<file path="config.mk">
export PLATFORM = sky130hd
export DESIGN_NAME = fbc_plane_store
export DESIGN_NICKNAME = d
export VERILOG_FILES = /design/src/fbc_pkg.sv /design/src/fbc_plane_store.sv
export SDC_FILE = /design/constraint.sdc
export NUM_CORES = 1
export LEC_CHECK = 0
export ABC_AREA = 1
export BUFFER_PORTS_ARGS = -buffer_cell sky130_fd_sc_hd__buf_2
export CORE_MARGIN = 4
export CORE_UTILIZATION = 25
export CTS_BUF_LIST = sky130_fd_sc_hd__clkbuf_2 sky130_fd_sc_hd__clkbuf_4 sky130_fd_sc_hd__clkbuf_8
export DETAILED_ROUTE_END_ITERATION = 12
export PLACE_DENSITY = 0.54
export SETUP_SLACK_MARGIN = 0.15
export SLEW_MARGIN = 15
export SYNTH_ARGS = -nofsm -noshare
export SYNTH_HDL_FRONTEND = slang
export SYNTH_SLANG_ARGS = --single-unit
</file>
<file path="constraint.sdc">
create_clock -name clk_i -period 1.15 [get_ports clk_i]
set_input_delay 0.0575 -clock clk_i [delete_from_list [all_inputs] [get_ports clk_i]]
set_output_delay 0.0575 -clock clk_i [all_outputs]
set_load 0.02 [all_outputs]
</file>
<file path="src/fbc_pkg.sv">
package fbc_pkg;

  // Rows per matrix, clip planes per frustum, spatial axes per box.
  localparam int NUM_ROWS   = 4;
  localparam int NUM_PLANES = 6;
  localparam int NUM_AXES   = 3;
  localparam int ROW_W      = 2;

  // Index of the row that carries the plane offset (d).
  localparam int ROW_D = NUM_ROWS - 1;

  localparam int COORD_WIDTH_DEF = 32;
  localparam int FRAC_BITS_DEF   = 16;

  typedef enum logic {
    OP_LOAD = 1'b0,
    OP_TEST = 1'b1
  } op_e;

  // Control from the top level to the plane store.
  typedef struct packed {
    logic             rd_en;
    logic             wr_en;
    logic [ROW_W-1:0] wr_row;
  } store_ctrl_t;

endpackage

</file>
<file path="src/fbc_plane_store.sv">
module fbc_plane_store #(
  parameter int COORD_WIDTH = fbc_pkg::COORD_WIDTH_DEF
) (
  input  logic                                                   clk_i,
  input  logic                                                   rst_ni,
  input  fbc_pkg::store_ctrl_t                                   ctrl_i,
  input  logic [fbc_pkg::NUM_PLANES-1:0][COORD_WIDTH:0]          wr_data_i,
  output logic [fbc_pkg::NUM_ROWS-1:0][fbc_pkg::NUM_PLANES-1:0][COORD_WIDTH:0] rd_data_o
);
  import fbc_pkg::*;

  // One word per matrix row: that row's coefficient of all six planes.
  logic [NUM_PLANES-1:0][COORD_WIDTH:0] mem_q [NUM_ROWS];
  logic [NUM_ROWS-1:0]                  row_vld_q;
  logic [NUM_ROWS-1:0][NUM_PLANES-1:0][COORD_WIDTH:0] rd_q;

  always_ff @(posedge clk_i) begin
    if (ctrl_i.wr_en) begin
      mem_q[ctrl_i.wr_row] <= wr_data_i;
    end
  end

  // Rows never written since reset read as zero.
  always_ff @(posedge clk_i or negedge rst_ni) begin
    if (!rst_ni) begin
      row_vld_q <= '0;
    end else if (ctrl_i.wr_en) begin
      row_vld_q[ctrl_i.wr_row] <= 1'b1;
    end
  end

  // Registered read of every row, taken while rd_en is high.
  always_ff @(posedge clk_i) begin
    if (ctrl_i.rd_en) begin
      for (int r = 0; r < NUM_ROWS; r++) begin
        rd_q[r] <= row_vld_q[r] ? mem_q[r] : '0;
      end
    end
  end

  assign rd_data_o = rd_q;

endmodule

</file>
==> impl_metrics.py <==
metrics = {
    "placement": {
        "place_area_mm2": 0.0649,
        "routabilityCongestion": 0.837,
        "portBuffers": 995,
        "dp_hpwl_um": 115000,
    },
    "synthesis": {
        "ys_seq_area_frac": 0.876,
        "ys_ff_latch": 1588,
        "synthesis.nets": 3483,
        "ys.warnings.count": 0,
        "synthesis.area_mm2": 0.0544,
        "avgSynthCellArea_um2": 16.6,
        "postSynthCellCount": 3279,
        "synth_cell_types": 9,
    },
    "route": {
        "via_per_inst": 3.93,
        "wl_per_cell_um": 20.1,
        "vias": 32133,
        "first_pass_iters": 5,
        "drc_errors": 0,
        "postRouteAntennaNets": 0,
        "finalWirelength_um": 164000,
        "drt_iter0_markers": 2692,
    },
    "floorplanning": {
        "die-area_mm2": 0.225,
        "row_count": 171,
        "start_util": 0.251,
        "pin_count": 996,
        "die_y_um": 475,
        "coreArea_mm2": 0.217,
        "die_w_um": 475,
    },
    "worst_setup_path": {
        "cp-end-kind": "output port",
        "path_max_fanout": 1,
        "setup.worst_path.class": "reg2out",
        "cp_top_family": "flip-flops",
        "worst_ep_arrival_time_ns": 1.67,
        "path_cells": "buf_6",
        "start_kind": "flop",
        "cp.required_ns": 1.09,
        "cp.buffers_inverters": 1,
        "slowest_stage": "edfxtp_1",
        "cp_slowest_stage_delay_ns": 0.52,
    },
    "global_route": {
        "grt_max_degree": 79,
        "grt_util_all_layers": 0.140,
        "grt_pass1_wl_um": 230000,
        "overflow": 0,
        "grt_pass1_vias": 32849,
        "antenna_found_initial": 11,
    },
    "clocking": {
        "cts.sinks": 1588,
        "cts_tree": "done",
        "cts_buffer_depth": 4,
        "cts_inserted_buffers": 283,
        "htreeDepth": 5,
        "root_buffer": "clkbuf_8",
        "cts.reportedPaths.clkPinSlew_ns": 0.06,
        "clk-insertion-delay-late_ns": 0.98,
    },
    "sta": {
        "relSlewSlack": 0.597,
        "slew_viol_final": 0,
        "worst_slack_ns": -0.576,
        "hold_viol_final": 0,
        "worst_pin_slew_ns": 0.604,
        "fin_crit_sh": 1.50,
        "setup_tns_ns": -650.73,
        "max_freq_ghz": 0.579,
        "rsz0062_at_grt": "true",
        "setup_viol": 2135,
        "fin_skew_ns": 0.0605,
        "period_needed_ns": 1.73,
    },
    "final_layout": {
        "area_growth_pct": 44.1,
        "fin_area_mm2": 0.0784,
        "fin_nets": 5325,
        "fin_util": 0.361,
        "drive_gt1_frac": 0.315,
        "layout_common_cells": "1584 x edfxtp_1, 796 x nand2_1, 796 x inv_1",
        "final_common_cell": "edfxtp_1",
        "fillers": 20402,
    },
    "power_and_ir_drop": {
        "p_per_area_mw_per_mm2": 1630,
        "p_leak_nw": 33.8,
        "ir_drop_uv": 1160,
    },
    "run_status": {
        "violations": "negative setup slack",
        "outcome": "complete, but fails checks",
    },
    "run": {
        "maxCapViolations": 0,
    },
    "hold_path": {
        "hp-class": "in2reg",
    },
}
==> layout make-up <==
class                           count  area, µm²  share of cell area
Sequential cell                  1588      47700               0.608
Timing Repair Buffer             1645      15900               0.202
Clock buffer                      375       4640              0.0591
Tap cell                         2854       3570              0.0455
Multi-Input combinational cell    801       3060              0.0390
Inverter                          802       3050              0.0389
Clock inverter                     99        531             0.00677
Antenna cell                        6       15.0            0.000191
==> cells in the mapped netlist <==
library cell / count / area share
edfxtp_1: 1584 / 0.87
inv_1: 802 / 0.055
nand2_1: 797 / 0.055
buf_6: 44 / 0.0091
buf_2: 32 / 0.0029
buf_4: 12 / 0.0017
dfrtp_1: 4 / 0.0018
nand3_1: 3 / 0.00028
nor2_1: 1 / 0.000069
==> sequential cells by signal, indices dropped and copies added (netlist names) <==
name / cells
row_vld_q: 4
mem_q: 792
rd_data_o: 792
==> worst paths after layout <==
check,startpoint,end,slack (ns),cells after the start
hold reg to reg,mem_q[3][152],rd_data_o[746],0.45,2
max in group asynchronous,rst_ni,row_vld_q[0],0.64,3
min in group asynchronous,rst_ni,row_vld_q[3],0.19,3
setup reg to reg,row_vld_q[3],rd_data_o[728],-0.36,3
hold / removal,wr_data_i[61],mem_q[1][61],0.09,2
setup / recovery,rd_data_o[110],rd_data_o[110],-0.58,1
==> per-stage QoR <==
step | setup WS (ns) | power [mW] | cells | hold WS (ns)
floorplan | -2.34 | 71.9 | 3279 | -0.238
global placement | -0.268 | 76.5 | 7285 | -0.0592
detailed placement | -0.286 | 76.5 | 7285 | -0.0595
CTS | -0.761 | 129 | 8164 | -0.0169
global route | -0.713 | 132 | 8168 | 0.0100
finish | -0.576 | 128 | 8170 | 0.0909
==> timing repair <==
action | CTS | global route
hold buffers | 405 | 0
setup endpoints to repair | 1586 | 2181
hold endpoints to repair | 2250 | 0
setup buffers | 0 | 0
pin swaps | 0 | 0
resized for setup | 1018 | 381
gates cloned | 0 | 0
==> power by group <==
part | switching, mW | internal, mW
combinational | 5.41 | 4.33
clock | 22.6 | 26.8
sequential | 1.41 | 67.0
total | 29.4 | 98.1
==> metal layers <==
layer	global-route usage	vias up	part of all wire
li1	-	14475	-
met1	0.179	15791	0.41
met2	0.226	1580	0.47
met3	0.0422	281	0.087
met4	0.0525	6	0.032
met5	0	-	0.00021
==> kinds of logic after synthesis <==
group	share of synthesized area
DFF	0.876
buffers and inverters	0.0690
and+or+nand+nor	0.0553
Note: power is estimated with default switching activity, not from simulation.
